$ cat src/hw/rtl/hspc_pkg.sv
`timescale 1ns / 1ps
`default_nettype none
// ----------------------------------------------------------------------------
// Handle shape pixel classifier package
// Register map, shape and region codes, field widths and reset values shared
// by the classifier and its port checker.
// ----------------------------------------------------------------------------
package hspc_pkg;

	localparam int COORD_BITS_DEF = 8;

	localparam int CFG_INDEX_BITS = 3;
	localparam int CFG_DATA_BITS  = 32;

	localparam int SHAPE_BITS  = 3;
	localparam int HW_BITS     = 8;
	localparam int BAND_BITS   = 4;
	localparam int SCALE_BITS  = 3;
	localparam int SCALED_BITS = SCALE_BITS + BAND_BITS;
	localparam int COLOUR_BITS = 32;
	localparam int REGION_BITS = 2;

	typedef enum logic [CFG_INDEX_BITS-1:0] {
		CFG_SHAPE_KIND     = 3'd0,
		CFG_HANDLE_WIDTH   = 3'd1,
		CFG_STROKE_WIDTH   = 3'd2,
		CFG_OUTLINE_WIDTH  = 3'd3,
		CFG_DEVICE_SCALE   = 3'd4,
		CFG_FILL_COLOUR    = 3'd5,
		CFG_STROKE_COLOUR  = 3'd6,
		CFG_OUTLINE_COLOUR = 3'd7
	} cfg_index_t;

	typedef enum logic [SHAPE_BITS-1:0] {
		SHAPE_SQUARE  = 3'd0,
		SHAPE_DIAMOND = 3'd1,
		SHAPE_CIRCLE  = 3'd2,
		SHAPE_XCROSS  = 3'd3,
		SHAPE_PLUS    = 3'd4
	} shape_t;

	typedef enum logic [REGION_BITS-1:0] {
		REGION_BG      = 2'd0,
		REGION_OUTLINE = 2'd1,
		REGION_STROKE  = 2'd2,
		REGION_FILL    = 2'd3
	} region_t;

	localparam logic [SHAPE_BITS-1:0]  SHAPE_KIND_RST     = 3'd0;
	localparam logic [HW_BITS-1:0]     HANDLE_WIDTH_RST   = 8'd13;
	localparam logic [BAND_BITS-1:0]   STROKE_WIDTH_RST   = 4'd1;
	localparam logic [BAND_BITS-1:0]   OUTLINE_WIDTH_RST  = 4'd0;
	localparam logic [SCALE_BITS-1:0]  DEVICE_SCALE_RST   = 3'd1;
	localparam logic [COLOUR_BITS-1:0] FILL_COLOUR_RST    = 32'hFFFF_FFFF;
	localparam logic [COLOUR_BITS-1:0] STROKE_COLOUR_RST  = 32'h0000_00FF;
	localparam logic [COLOUR_BITS-1:0] OUTLINE_COLOUR_RST = 32'h0000_0000;

endpackage : hspc_pkg
`default_nettype wire

$ cat src/hw/rtl/handle_shape_pixel_classifier.sv
`timescale 1ns / 1ps
`default_nettype none
// Pipeline: a result passes the input register, square stage, compare stage and
//   output register in that order.
// Throughput: one pixel per cycle; each stage holds only while the one after it is full.
// Reset: arst_n clears every valid bit and loads the register reset values;
//   the squared band limits have no reset and follow the registers in the next cycle.
// ----------------------------------------------------------------------------
// Handle shape pixel classifier
// Classifies one handle sprite pixel as fill, stroke, outline or background
// for the configured shape and returns the matching colour.
// ----------------------------------------------------------------------------
module handle_shape_pixel_classifier #(
	parameter int COORD_BITS = hspc_pkg::COORD_BITS_DEF
) (
	input  logic                              clk,
	input  logic                              arst_n,
	input  logic                              cfg_wr_en,
	input  logic [hspc_pkg::CFG_INDEX_BITS-1:0] cfg_index,
	input  logic [hspc_pkg::CFG_DATA_BITS-1:0]  cfg_wdata,
	input  logic                              in_valid,
	output logic                              in_ready,
	input  logic [COORD_BITS-1:0]             row,
	input  logic [COORD_BITS-1:0]             col,
	output logic                              out_valid,
	input  logic                              out_ready,
	output logic [hspc_pkg::COLOUR_BITS-1:0]  pixel_colour,
	output logic [hspc_pkg::REGION_BITS-1:0]  region
);
	import hspc_pkg::*;

	// signed linear quantities, magnitudes fed to squarers, squares, sums of two squares
	localparam int DW  = COORD_BITS + 6;
	localparam int MW  = COORD_BITS + 4;
	localparam int SW  = 2 * MW;
	localparam int SW1 = SW + 1;

	localparam logic signed [DW-1:0] ONE_S = DW'(1);
	localparam logic signed [DW-1:0] TWO_S = DW'(2);

	function automatic logic [MW-1:0] mag(input logic signed [DW-1:0] v);
		logic signed [DW-1:0] a;
		a = (v < 0) ? -v : v;
		return a[MW-1:0];
	endfunction

	// 2*v^2 <= k^2
	function automatic logic le_over_root2(input logic [SW-1:0] v2, input logic [SW-1:0] k2);
		return {v2, 1'b0} <= {1'b0, k2};
	endfunction

	// v == 0, or w - v >= 0 and k^2 <= 2*(w - v)^2
	function automatic logic le_rest(input logic v_zero, input logic d_neg,
			input logic [SW-1:0] d2, input logic [SW-1:0] k2);
		return v_zero || (!d_neg && ({1'b0, k2} <= {d2, 1'b0}));
	endfunction

	// ------------------------------------------------------------------
	// Configuration registers
	// ------------------------------------------------------------------
	logic [SHAPE_BITS-1:0]  shape_kind_q;
	logic [HW_BITS-1:0]     handle_width_q;
	logic [BAND_BITS-1:0]   stroke_width_q;
	logic [BAND_BITS-1:0]   outline_width_q;
	logic [SCALE_BITS-1:0]  device_scale_q;
	logic [COLOUR_BITS-1:0] fill_colour_q;
	logic [COLOUR_BITS-1:0] stroke_colour_q;
	logic [COLOUR_BITS-1:0] outline_colour_q;

	always_ff @(posedge clk or negedge arst_n) begin
		if (!arst_n) begin
			shape_kind_q     <= SHAPE_KIND_RST;
			handle_width_q   <= HANDLE_WIDTH_RST;
			stroke_width_q   <= STROKE_WIDTH_RST;
			outline_width_q  <= OUTLINE_WIDTH_RST;
			device_scale_q   <= DEVICE_SCALE_RST;
			fill_colour_q    <= FILL_COLOUR_RST;
			stroke_colour_q  <= STROKE_COLOUR_RST;
			outline_colour_q <= OUTLINE_COLOUR_RST;
		end else if (cfg_wr_en) begin
			case (cfg_index)
				CFG_SHAPE_KIND:     shape_kind_q     <= cfg_wdata[SHAPE_BITS-1:0];
				CFG_HANDLE_WIDTH:   handle_width_q   <= cfg_wdata[HW_BITS-1:0];
				CFG_STROKE_WIDTH:   stroke_width_q   <= cfg_wdata[BAND_BITS-1:0];
				CFG_OUTLINE_WIDTH:  outline_width_q  <= cfg_wdata[BAND_BITS-1:0];
				CFG_DEVICE_SCALE:   device_scale_q   <= cfg_wdata[SCALE_BITS-1:0];
				CFG_FILL_COLOUR:    fill_colour_q    <= cfg_wdata[COLOUR_BITS-1:0];
				CFG_STROKE_COLOUR:  stroke_colour_q  <= cfg_wdata[COLOUR_BITS-1:0];
				CFG_OUTLINE_COLOUR: outline_colour_q <= cfg_wdata[COLOUR_BITS-1:0];
				default: ;
			endcase
		end
	end

	// width register truncated to its low COORD_BITS bits
	logic [COORD_BITS+HW_BITS-1:0] hw_ext;
	logic [COORD_BITS-1:0]         w_u;
	logic [SCALED_BITS-1:0]        so_u, ss_u;
	logic signed [DW-1:0]          w_s, so_s, ss_s;

	assign hw_ext = {{COORD_BITS{1'b0}}, handle_width_q};
	assign w_u    = hw_ext[COORD_BITS-1:0];
	assign so_u   = SCALED_BITS'(device_scale_q * outline_width_q);
	assign ss_u   = SCALED_BITS'(device_scale_q * stroke_width_q);
	assign w_s    = $signed({{(DW-COORD_BITS){1'b0}}, w_u});
	assign so_s   = $signed({{(DW-SCALED_BITS){1'b0}}, so_u});
	assign ss_s   = $signed({{(DW-SCALED_BITS){1'b0}}, ss_u});

	// Squared band limits for the circle and the cross; used two stages after
	// the input register, so registering them behind the registers is in time.
	logic signed [DW-1:0] k1_s, k2_s, f_s, s_s;
	logic [SW-1:0]        w_sq_q, f_sq_q, s_sq_q, ss_sq_q, k1_sq_q, k2_sq_q;

	assign k1_s = (so_s <<< 1) + ss_s;
	assign k2_s = (so_s <<< 2) + ss_s;
	assign f_s  = w_s - ((ss_s + so_s) <<< 1);
	assign s_s  = w_s - (so_s <<< 1);

	always_ff @(posedge clk) begin
		w_sq_q  <= mag(w_s) * mag(w_s);
		f_sq_q  <= mag(f_s) * mag(f_s);
		s_sq_q  <= mag(s_s) * mag(s_s);
		ss_sq_q <= mag(ss_s) * mag(ss_s);
		k1_sq_q <= mag(k1_s) * mag(k1_s);
		k2_sq_q <= mag(k2_s) * mag(k2_s);
	end

	// ------------------------------------------------------------------
	// Pipeline flow control
	// ------------------------------------------------------------------
	logic valid_s1, valid_s2, valid_s3, out_valid_q;
	logic en_s1, en_s2, en_s3, en_out;

	assign en_out   = !out_valid_q || out_ready;
	assign en_s3    = !valid_s3 || en_out;
	assign en_s2    = !valid_s2 || en_s3;
	assign en_s1    = !valid_s1 || en_s2;
	assign in_ready = en_s1;

	always_ff @(posedge clk or negedge arst_n) begin
		if (!arst_n) begin
			valid_s1    <= 1'b0;
			valid_s2    <= 1'b0;
			valid_s3    <= 1'b0;
			out_valid_q <= 1'b0;
		end else begin
			if (en_s1)  valid_s1    <= in_valid;
			if (en_s2)  valid_s2    <= valid_s1;
			if (en_s3)  valid_s3    <= valid_s2;
			if (en_out) out_valid_q <= valid_s3;
		end
	end

	// ------------------------------------------------------------------
	// Stage 1: input register, linear tests
	// ------------------------------------------------------------------
	logic [COORD_BITS-1:0] row_s1, col_s1;

	always_ff @(posedge clk) begin
		if (in_valid && en_s1) begin
			row_s1 <= row;
			col_s1 <= col;
		end
	end

	logic signed [DW-1:0] r_s, c_s, sos_s;
	logic                 outside;
	logic                 sq_band1, sq_band2;
	logic signed [DW-1:0] r_flip, c_flip, mr_s, mc_s, dsum_s, m_s;
	logic                 dm_fill, dm_stroke, dm_outline;
	logic signed [DW-1:0] ctr_s, ax_s, ay_s;
	logic                 pl_stroke, pl_outline;
	logic signed [DW-1:0] dr_s, dc_s, a_s, b_s, da_s, db_s;
	region_t              region_lin;

	assign r_s     = $signed({{(DW-COORD_BITS){1'b0}}, row_s1});
	assign c_s     = $signed({{(DW-COORD_BITS){1'b0}}, col_s1});
	assign sos_s   = so_s + ss_s;
	assign outside = (row_s1 >= w_u) || (col_s1 >= w_u);

	// square: distance to the nearest edge
	assign sq_band1 = (r_s < so_s) || (c_s < so_s) ||
		(w_s - r_s <= so_s) || (w_s - c_s <= so_s);
	assign sq_band2 = (r_s < sos_s) || (c_s < sos_s) ||
		(w_s - r_s <= sos_s) || (w_s - c_s <= sos_s);

	// diamond: smallest corner sum splits into row and column minima
	assign r_flip     = w_s - ONE_S - r_s;
	assign c_flip     = w_s - ONE_S - c_s;
	assign mr_s       = (r_s < r_flip) ? r_s : r_flip;
	assign mc_s       = (c_s < c_flip) ? c_s : c_flip;
	assign dsum_s     = mr_s + mc_s;
	assign m_s        = (w_s + ONE_S) >>> 1;
	assign dm_fill    = dsum_s > m_s - ONE_S + sos_s;
	assign dm_stroke  = dsum_s > m_s - ONE_S + so_s;
	assign dm_outline = dsum_s > m_s - TWO_S;

	// plus: doubled distance to the center lines
	assign ctr_s      = w_s >>> 1;
	assign ax_s       = (c_s < ctr_s) ? ((ctr_s - c_s) <<< 1) : ((c_s - ctr_s) <<< 1);
	assign ay_s       = (r_s < ctr_s) ? ((ctr_s - r_s) <<< 1) : ((r_s - ctr_s) <<< 1);
	assign pl_stroke  = ((ax_s < ss_s) || (ay_s < ss_s)) &&
		(c_s >= so_s) && (r_s >= so_s) &&
		(w_s - c_s >= so_s + ONE_S) && (w_s - r_s >= so_s + ONE_S);
	assign pl_outline = (ax_s < ss_s + (so_s <<< 1)) || (ay_s < ss_s + (so_s <<< 1));

	// circle and cross operands for the squarers
	assign dr_s = (r_s <<< 1) - w_s + ONE_S;
	assign dc_s = (c_s <<< 1) - w_s + ONE_S;
	assign a_s  = (c_s < r_s) ? (r_s - c_s) : (c_s - r_s);
	assign b_s  = (c_s + r_s < w_s) ? (w_s - c_s - r_s) : (c_s + r_s - w_s);
	assign da_s = w_s - a_s;
	assign db_s = w_s - b_s;

	always_comb begin
		region_lin = REGION_BG;
		case (shape_kind_q)
			SHAPE_SQUARE: begin
				if (sq_band1)
					region_lin = REGION_OUTLINE;
				else if (sq_band2)
					region_lin = REGION_STROKE;
				else
					region_lin = REGION_FILL;
			end
			SHAPE_DIAMOND: begin
				if (dm_fill)
					region_lin = REGION_FILL;
				else if (dm_stroke)
					region_lin = REGION_STROKE;
				else if (dm_outline)
					region_lin = REGION_OUTLINE;
				else
					region_lin = REGION_BG;
			end
			SHAPE_PLUS: begin
				if (pl_stroke)
					region_lin = REGION_STROKE;
				else if (pl_outline)
					region_lin = REGION_OUTLINE;
				else
					region_lin = REGION_BG;
			end
			default: region_lin = REGION_BG;
		endcase
		if (outside)
			region_lin = REGION_BG;
	end

	// ------------------------------------------------------------------
	// Stage 2: squares
	// ------------------------------------------------------------------
	region_t       region_lin_s2;
	logic          outside_s2, da_neg_s2, db_neg_s2, a_zero_s2, b_zero_s2;
	logic [MW-1:0] dr_mag_s2, dc_mag_s2, a_mag_s2, b_mag_s2, da_mag_s2, db_mag_s2;

	always_ff @(posedge clk) begin
		if (valid_s1 && en_s2) begin
			region_lin_s2 <= region_lin;
			outside_s2    <= outside;
			dr_mag_s2     <= mag(dr_s);
			dc_mag_s2     <= mag(dc_s);
			a_mag_s2      <= mag(a_s);
			b_mag_s2      <= mag(b_s);
			da_mag_s2     <= mag(da_s);
			db_mag_s2     <= mag(db_s);
			da_neg_s2     <= da_s < 0;
			db_neg_s2     <= db_s < 0;
			a_zero_s2     <= a_s == 0;
			b_zero_s2     <= b_s == 0;
		end
	end

	// ------------------------------------------------------------------
	// Stage 3: compares against the squared limits
	// ------------------------------------------------------------------
	region_t       region_lin_s3;
	logic          outside_s3, da_neg_s3, db_neg_s3, a_zero_s3, b_zero_s3;
	logic [SW-1:0] dr2_s3, dc2_s3, a2_s3, b2_s3, da2_s3, db2_s3;

	always_ff @(posedge clk) begin
		if (valid_s2 && en_s3) begin
			region_lin_s3 <= region_lin_s2;
			outside_s3    <= outside_s2;
			da_neg_s3     <= da_neg_s2;
			db_neg_s3     <= db_neg_s2;
			a_zero_s3     <= a_zero_s2;
			b_zero_s3     <= b_zero_s2;
			dr2_s3        <= dr_mag_s2 * dr_mag_s2;
			dc2_s3        <= dc_mag_s2 * dc_mag_s2;
			a2_s3         <= a_mag_s2 * a_mag_s2;
			b2_s3         <= b_mag_s2 * b_mag_s2;
			da2_s3        <= da_mag_s2 * da_mag_s2;
			db2_s3        <= db_mag_s2 * db_mag_s2;
		end
	end

	logic [SW1-1:0]         rad_sum;
	logic                   x_stroke, x_outline;
	region_t                region_fin;
	logic [COLOUR_BITS-1:0] colour_fin;

	assign rad_sum = {1'b0, dr2_s3} + {1'b0, dc2_s3};

	assign x_stroke =
		(le_rest(a_zero_s3, da_neg_s3, da2_s3, k2_sq_q) && le_over_root2(b2_s3, ss_sq_q)) ||
		(le_over_root2(a2_s3, ss_sq_q) && le_rest(b_zero_s3, db_neg_s3, db2_s3, k2_sq_q));
	assign x_outline =
		(le_rest(a_zero_s3, da_neg_s3, da2_s3, k1_sq_q) && le_over_root2(b2_s3, k1_sq_q)) ||
		(le_over_root2(a2_s3, k1_sq_q) && le_rest(b_zero_s3, db_neg_s3, db2_s3, k1_sq_q));

	always_comb begin
		region_fin = region_lin_s3;
		case (shape_kind_q)
			SHAPE_CIRCLE: begin
				if (rad_sum < {1'b0, f_sq_q})
					region_fin = REGION_FILL;
				else if (rad_sum < {1'b0, s_sq_q})
					region_fin = REGION_STROKE;
				else if (rad_sum < {1'b0, w_sq_q})
					region_fin = REGION_OUTLINE;
				else
					region_fin = REGION_BG;
			end
			SHAPE_XCROSS: begin
				if (x_stroke)
					region_fin = REGION_STROKE;
				else if (x_outline)
					region_fin = REGION_OUTLINE;
				else
					region_fin = REGION_BG;
			end
			default: region_fin = region_lin_s3;
		endcase
		if (outside_s3)
			region_fin = REGION_BG;
	end

	always_comb begin
		case (region_fin)
			REGION_OUTLINE: colour_fin = outline_colour_q;
			REGION_STROKE:  colour_fin = stroke_colour_q;
			REGION_FILL:    colour_fin = fill_colour_q;
			default:        colour_fin = '0;
		endcase
	end

	// ------------------------------------------------------------------
	// Output register
	// ------------------------------------------------------------------
	logic [COLOUR_BITS-1:0] pixel_colour_q;
	region_t                region_q;

	always_ff @(posedge clk) begin
		if (valid_s3 && en_out) begin
			pixel_colour_q <= colour_fin;
			region_q       <= region_fin;
		end
	end

	assign out_valid    = out_valid_q;
	assign pixel_colour = pixel_colour_q;
	assign region       = region_q;

endmodule : handle_shape_pixel_classifier
`default_nettype wire

$ cat config.mk
export PLATFORM = sky130hd
export DESIGN_NAME = handle_shape_pixel_classifier
export DESIGN_NICKNAME = d
export VERILOG_FILES = /design/src/hw/rtl/hspc_pkg.sv /design/src/hw/rtl/handle_shape_pixel_classifier.sv
export SDC_FILE = /design/constraint.sdc
export NUM_CORES = 2
export LEC_CHECK = 0
export ABC_AREA = 1
export BUFFER_PORTS_ARGS = -buffer_cell sky130_fd_sc_hd__clkbuf_2
export CAP_MARGIN = 5
export CORE_MARGIN = 1
export CORE_UTILIZATION = 50
export CTS_CLUSTER_SIZE = 28
export DETAILED_ROUTE_END_ITERATION = 10
export GPL_ROUTABILITY_DRIVEN = 0
export PLACE_DENSITY_LB_ADDON = 0.25
export SYNTH_ARGS = -nofsm -noshare
export SYNTH_HDL_FRONTEND = slang
export SYNTH_SLANG_ARGS = --single-unit
export TNS_END_PERCENT = 50
$ cat constraint.sdc
create_clock -name clk -period 23.1 [get_ports clk]
set_input_delay 1.155 -clock clk [delete_from_list [all_inputs] [get_ports clk]]
set_output_delay 1.155 -clock clk [all_outputs]
set_load 0.01 [all_outputs]
Word-level counts from Yosys, hierarchy flattened. Cells that the tools add are included.

Register bits after elaboration: 546. Output and inout bits: 36. Logic and storage cells: 256.

Order comparisons: 50. Equal/unequal tests: 14. $add $sub $neg: 45. Multipliers: 14. Reductions and logical operators: 53. Mux-type cells: 34.

Operator list (number): 12-bit by 12-bit multiplier with 24-bit output (12); 12-bit 2-to-1 mux (12); 24-bit by 25-bit less-or-equal comparator with 1-bit output (4); 25-bit by 24-bit less-or-equal comparator with 1-bit output (4); 32-bit one-hot mux with 3 select lines (1); 14-bit 2-to-1 mux (6); 25-bit by 24-bit less-than comparator with 1-bit output (3); 14-bit by 1-bit less-than comparator with 1-bit output (second input constant) (5); 32-bit zero test (2); 12-bit negation (4); 8-bit by 8-bit subtractor with 9-bit output (5); 8-bit by 7-bit less-than comparator with 1-bit output (4); 9-bit by 8-bit subtractor with 10-bit output (3); 9-bit by 9-bit subtractor with 10-bit output (3); 14-bit by 8-bit less-than comparator with 1-bit output (2); 9-bit by 14-bit subtractor with 14-bit output (2); 24-bit by 24-bit adder with 25-bit output (1); 8-bit less-than comparator (3); 10-bit negation with 12-bit output (2); 11-bit negation with 12-bit output (2); 9-bit negation with 12-bit output (2); 10-bit by 2-bit adder with 11-bit output (second input constant) (2); 11-bit by 1-bit less-than comparator with 1-bit output (second input constant) (2); 10-bit by 1-bit less-than comparator with 1-bit output (second input constant) (2); 47 further kinds (122).

Logic depth before layout (Yosys ltp).
Depth after elaboration: 11. Gate-level depth with buffers: 50. Gate-level depth less buffers: 47.

Least setup slack after synthesis. OpenSTA, ideal clock, no wires.

Path type: reg-to-reg. Start point: register device_scale_q[0]. End point: register f_sq_q[19]. Slack: 14.381 ns. Cell stages (with the launch flop): 41. Data required time: 22.981 ns. Arrival time: 8.599 ns. Path buffers: 2. Library setup time: 0.119 ns. Cells stage by stage: dfstp_2 > clkbuf_1 > nand2_1 > fa_1 > inv_1 > ha_1 > fa_1 > ha_1 > inv_1 > xor2_1 > ha_1 > o21ai_0 > nand2_1 > a21oi_1 > nand2_2 > nand2_2 > o21ai_2 > nand2_2 > [... 5 more ...] > nand2_1 > fa_1 > inv_1 > fa_1 > inv_1 > fa_1 > inv_1 > fa_1 > inv_1 > fa_1 > inv_1 > ha_1 > nand2_1 > o21ai_0 > a21oi_1 > o31ai_1 > a21oi_1 > xnor2_1.

Longest elaborated chain between the ends: 6. Elaborated cells on any way between the ends: 8. Classes of those cells: add/sub: 3; mul: 3; order compare: 1; mux: 1.

RTL lines: start: declaration (line handle_shape_pixel_classifier.sv:65) `logic [SCALE_BITS-1:0] device_scale_q;`; start signal: assignment (line handle_shape_pixel_classifier.sv:86) `CFG_DEVICE_SCALE: device_scale_q <= cfg_wdata[SCALE_BITS-1:0];`; 3-bit by 4-bit multiplier with 7-bit output (on tied branches) (line handle_shape_pixel_classifier.sv:103, handle_shape_pixel_classifier.sv:104); 7-bit by 7-bit adder with 8-bit output * (line handle_shape_pixel_classifier.sv:116) `assign f_s = w_s - ((ss_s + so_s) <<< 1);`; 8-bit by 9-bit subtractor with 10-bit output * (line handle_shape_pixel_classifier.sv:116); 10-bit negation with 12-bit output / 10-bit by 1-bit less-than comparator with 1-bit output (equally long branches) (line handle_shape_pixel_classifier.sv:43) `a = (v < 0) ? -v : v;`; 12-bit 2-to-1 mux * (line handle_shape_pixel_classifier.sv:43); 12-bit by 12-bit multiplier with 24-bit output * (line handle_shape_pixel_classifier.sv:121) `f_sq_q <= mag(f_s) * mag(f_s);`; end signal: assignment (line handle_shape_pixel_classifier.sv:121); end: declaration (line handle_shape_pixel_classifier.sv:112) `logic [SW-1:0] w_sq_q, f_sq_q, s_sq_q, ss_sq_q, k1_sq_q, k2_sq_q;`.

Every way passes the cells marked *; elsewhere a longest branch is shown, timed or not. A chain may end at the register's enable or synchronous reset.

Final worst setup path. Ends and elaborated chain as after synthesis.

==> results.txt <==
* Result of the run: completed
- Largest net degree at the start of global routing: 83
- Crit path max-delay cell type: sky130_fd_sc_hd__fa_1
- Leftover overflow at the end of global routing: 0
- CTS H-tree lvls: 2
- Met3 Usage GRT: 0.0346
* DRC errors left: 0
* Total core area: 0.148 mm2
- STA classifies the critical path startpoint as a flop.
- Setup violations remaining at the end of the flow were counted as 0.
- Of the cells placed in the final design, the portion with a size suffix greater than 1 is 0.0425.
- Compared with the post-synthesis result, the final layout area differs by 6.74%.
- After routing, the total negative slack on setup checks comes to 0 ns.
- CP peak stage delay: 0.87 ns
* Mean number of vias per cell: 5.26
- Inserted Clock Buffers: 59
* First-pass GRT wire length: 308 mm
* Final-report max-slew violation count: 0
* Clock slew at the register clock pins of the worst setup and hold paths: 0.06 ns
- The mapped netlist covers 0.0744 mm2.
- The critical path in this run is classified as flop to flop.
- Number of enable flip-flop cells after synthesis: 272
* Clock insertion delay at the later pin of the skew report: 0.69 ns
- Transition time at the pin with the least slew margin: 1.15 ns
- Most common cell after layout, fill and taps aside: sky130_fd_sc_hd__inv_1
- The cell that appears most often on the critical path is sky130_fd_sc_hd__inv_1.
- Final Hold Viols: 0
- In this run the vertical extent of the chip is 388 um.
* Number of nets in the finished design: 11300
- Of the post-synthesis cell area, the dominant cell type holds 0.213.
* CTS Root Cell: sky130_fd_sc_hd__clkbuf_16
- Buffers added on ports: 91
* Highest attainable clock frequency: 0.104 GHz
- After layout, the minimum clock period comes to 9.66 ns.
- Drt pass-1 iters: 8
- Routing usage on met1: 0.367
- Global-route met2 utilization: 0.400
- The synthesized design contains 504 register bits.
- STA classifies the critical path endpoint as a flop.
- In this run, the number of DRC markers left after iteration 0 of detailed routing was 4898.
- Of the available clock period, the critical path in the final layout requires 0.418.
- After synthesis, the cell types taking the most area are sky130_fd_sc_hd__fa_1 21%, sky130_fd_sc_hd__ha_1 19%, sky130_fd_sc_hd__edfxtp_1 11%, sky130_fd_sc_hd__inv_1 11%, sky130_fd_sc_hd__nand2_1 9.0%.
* Total routing usage reported by global routing: 0.254
* Via count: 59400
- Summed over all nets, the half-perimeter wirelength after detailed placement is 155 mm.
* Cell count after synthesis: 9162
* Final setup skew: 0.0492 ns
- Highest net fanout along the worst path: 13
* Yosys warning count: 0
- After floorplanning, the core was divided into 141 placement rows.
- In this run the remaining antenna-violating nets after routing total 0.
- The kind of cell with the highest combined delay along the critical path is adder cells.
- Portion of the post-synthesis area used by sequential elements: 0.181
- Number of sinks on the clock net: 504
- Unrepaired setup endpoints after global routing: false
- The via count of the first global-routing pass was 58800.
* Horizontal die dimension: 388 um
- Effective utilization at floorplan: 0.504
* Distinct cells, synth: 69
* Total setup buffers inserted after CTS: 0
* TritonCTS clock tree: yes
* Number of max-cap violations: 0
- In the synthesized netlist the dominant register cell turns out to be sky130_fd_sc_hd__edfxtp_1.
- At the worst endpoint, the required time is 23.64 ns.
- Gr busiest metal: met2
* Normalized max-slew margin: 0.235
* Clock buffer depth: 3
- The number of hold buffers added after CTS was 0.
* Biggest area consumer among synthesized cells: sky130_fd_sc_hd__fa_1
- The number of antenna violations at the first check in global routing is 10.
* DRT Wirelength: 190 mm
- Commonest cells after routing, fill and taps aside: 2115 x sky130_fd_sc_hd__inv_1, 1778 x sky130_fd_sc_hd__nand2_1, 1159 x sky130_fd_sc_hd__ha_1
* Post-cts resize count: 0
- Share of flip-flops with an asynchronous set or reset: 0.242
- WP buf/inv: 8
* Count of boundary I/O pins: 92
- For the worst setup path, the data arrival time is 10.19 ns.
- Post-detailed-route wirelength per cell: 16.9 um
- Min-Delay Path Class: flop to flop
* Synth Area per Inst: 8.12 um2
- The floorplan step defined a die boundary enclosing 0.150 mm2.
==> cells in the mapped netlist (7+ instances only) <==
cell / n
sky130_fd_sc_hd__a211oi_1: 18
sky130_fd_sc_hd__a21boi_0: 14
sky130_fd_sc_hd__a21o_1: 30
sky130_fd_sc_hd__a21oi_1: 505
sky130_fd_sc_hd__a31oi_1: 20
sky130_fd_sc_hd__and2_1: 7
sky130_fd_sc_hd__buf_2: 12
sky130_fd_sc_hd__clkbuf_1: 146
sky130_fd_sc_hd__dfrtp_1: 77
sky130_fd_sc_hd__dfstp_2: 45
sky130_fd_sc_hd__dfxtp_1: 110
sky130_fd_sc_hd__edfxtp_1: 272
sky130_fd_sc_hd__fa_1: 791
sky130_fd_sc_hd__ha_1: 1159
sky130_fd_sc_hd__inv_1: 2117
sky130_fd_sc_hd__inv_2: 20
sky130_fd_sc_hd__nand2_1: 1779
sky130_fd_sc_hd__nand2_2: 15
sky130_fd_sc_hd__nand2_4: 13
sky130_fd_sc_hd__nand3_1: 275
sky130_fd_sc_hd__nand3b_1: 16
sky130_fd_sc_hd__nand4_1: 131
sky130_fd_sc_hd__nor2_1: 551
sky130_fd_sc_hd__nor3_1: 63
sky130_fd_sc_hd__nor3b_1: 7
sky130_fd_sc_hd__nor4_1: 14
sky130_fd_sc_hd__o211ai_1: 15
sky130_fd_sc_hd__o21a_1: 11
sky130_fd_sc_hd__o21ai_0: 307
sky130_fd_sc_hd__o21ai_1: 16
sky130_fd_sc_hd__o21bai_1: 31
sky130_fd_sc_hd__o221ai_1: 12
sky130_fd_sc_hd__o31ai_1: 14
sky130_fd_sc_hd__or2_2: 37
sky130_fd_sc_hd__xnor2_1: 136
sky130_fd_sc_hd__xor2_1: 308
==> sequential cells by signal (all words and copies together) (netlist names), 20 cells and up <==
name / count
outline_colour_q: 32
b2_s3: 23
f_sq_q: 22
da2_s3: 23
fill_colour_q: 32
k2_sq_q: 20
pixel_colour: 32
s_sq_q: 23
dc2_s3: 22
a2_s3: 23
stroke_colour_q: 32
db2_s3: 23
dr2_s3: 23
==> area by class of cell <==
class	count	area, um2
fill	13700	68300
multi-input combinational	6455	52600
sequential	504	13500
inverter	2144	8060
tap	1930	2410
clock buffer	79	1720
timing repair buffer	132	766
clock inverter	33	338
antenna	5	12.5
==> layer usage <==
layer | up-vias | wire length (um)
met1 | 28400 | 86100
met3 | 293 | 14900
met5 | - | 0
met2 | 1848 | 84000
li1 | 28800 | -
met4 | 0 | 5190
==> metrics by stage <==
stage          utilization  hold WS (ns)  instances  setup slack [ns]  instance area (um2)
2_1_floorplan            -         0.400       9271             14.38                74800
3_3_place_gp         0.524         0.405      11200             13.64                77300
3_5_place_dp         0.524         0.405      11200             13.46                77300
4_1_cts              0.538         0.419      11300             13.43                79400
5_1_grt              0.538         0.430      11300             12.80                79400
6_report             0.538         0.417      11300             13.44                79400
==> cell families (layout without fill, tap and decap cells) <==
group                    after synthesis  in the layout  synth area share
XOR/XNOR                             449            449            0.0540
multiplexers                           5              5          0.000740
buffers and inverters               2312           2388             0.117
flip-flops                           504            504             0.181
AND/OR/NAND/NOR                     2925           2925             0.164
other                                  2            116          0.000101
adder cells (fa/ha/maj)             1950           1950             0.408
AO/OA/AOI/OAI                       1015           1015            0.0749
==> worst paths after layout <==
check                      slack (ns)  cells past startpoint              start                   to
hold reg to reg                  0.42                      0          db_neg_s2            db_neg_s3
setup reg to reg                13.44                     38  device_scale_q[0]           f_sq_q[19]
hold / removal                   0.42                      0          db_neg_s2            db_neg_s3
min in group asynchronous        0.64                      1             arst_n  stroke_colour_q[31]
setup / recovery                13.44                     38  device_scale_q[0]           f_sq_q[19]
max in group asynchronous       21.22                      2             arst_n  stroke_colour_q[11]
Power is left out: the tool's default activity adds up to more than one toggle a clock period on the data nets, which glitch-free logic cannot reach.
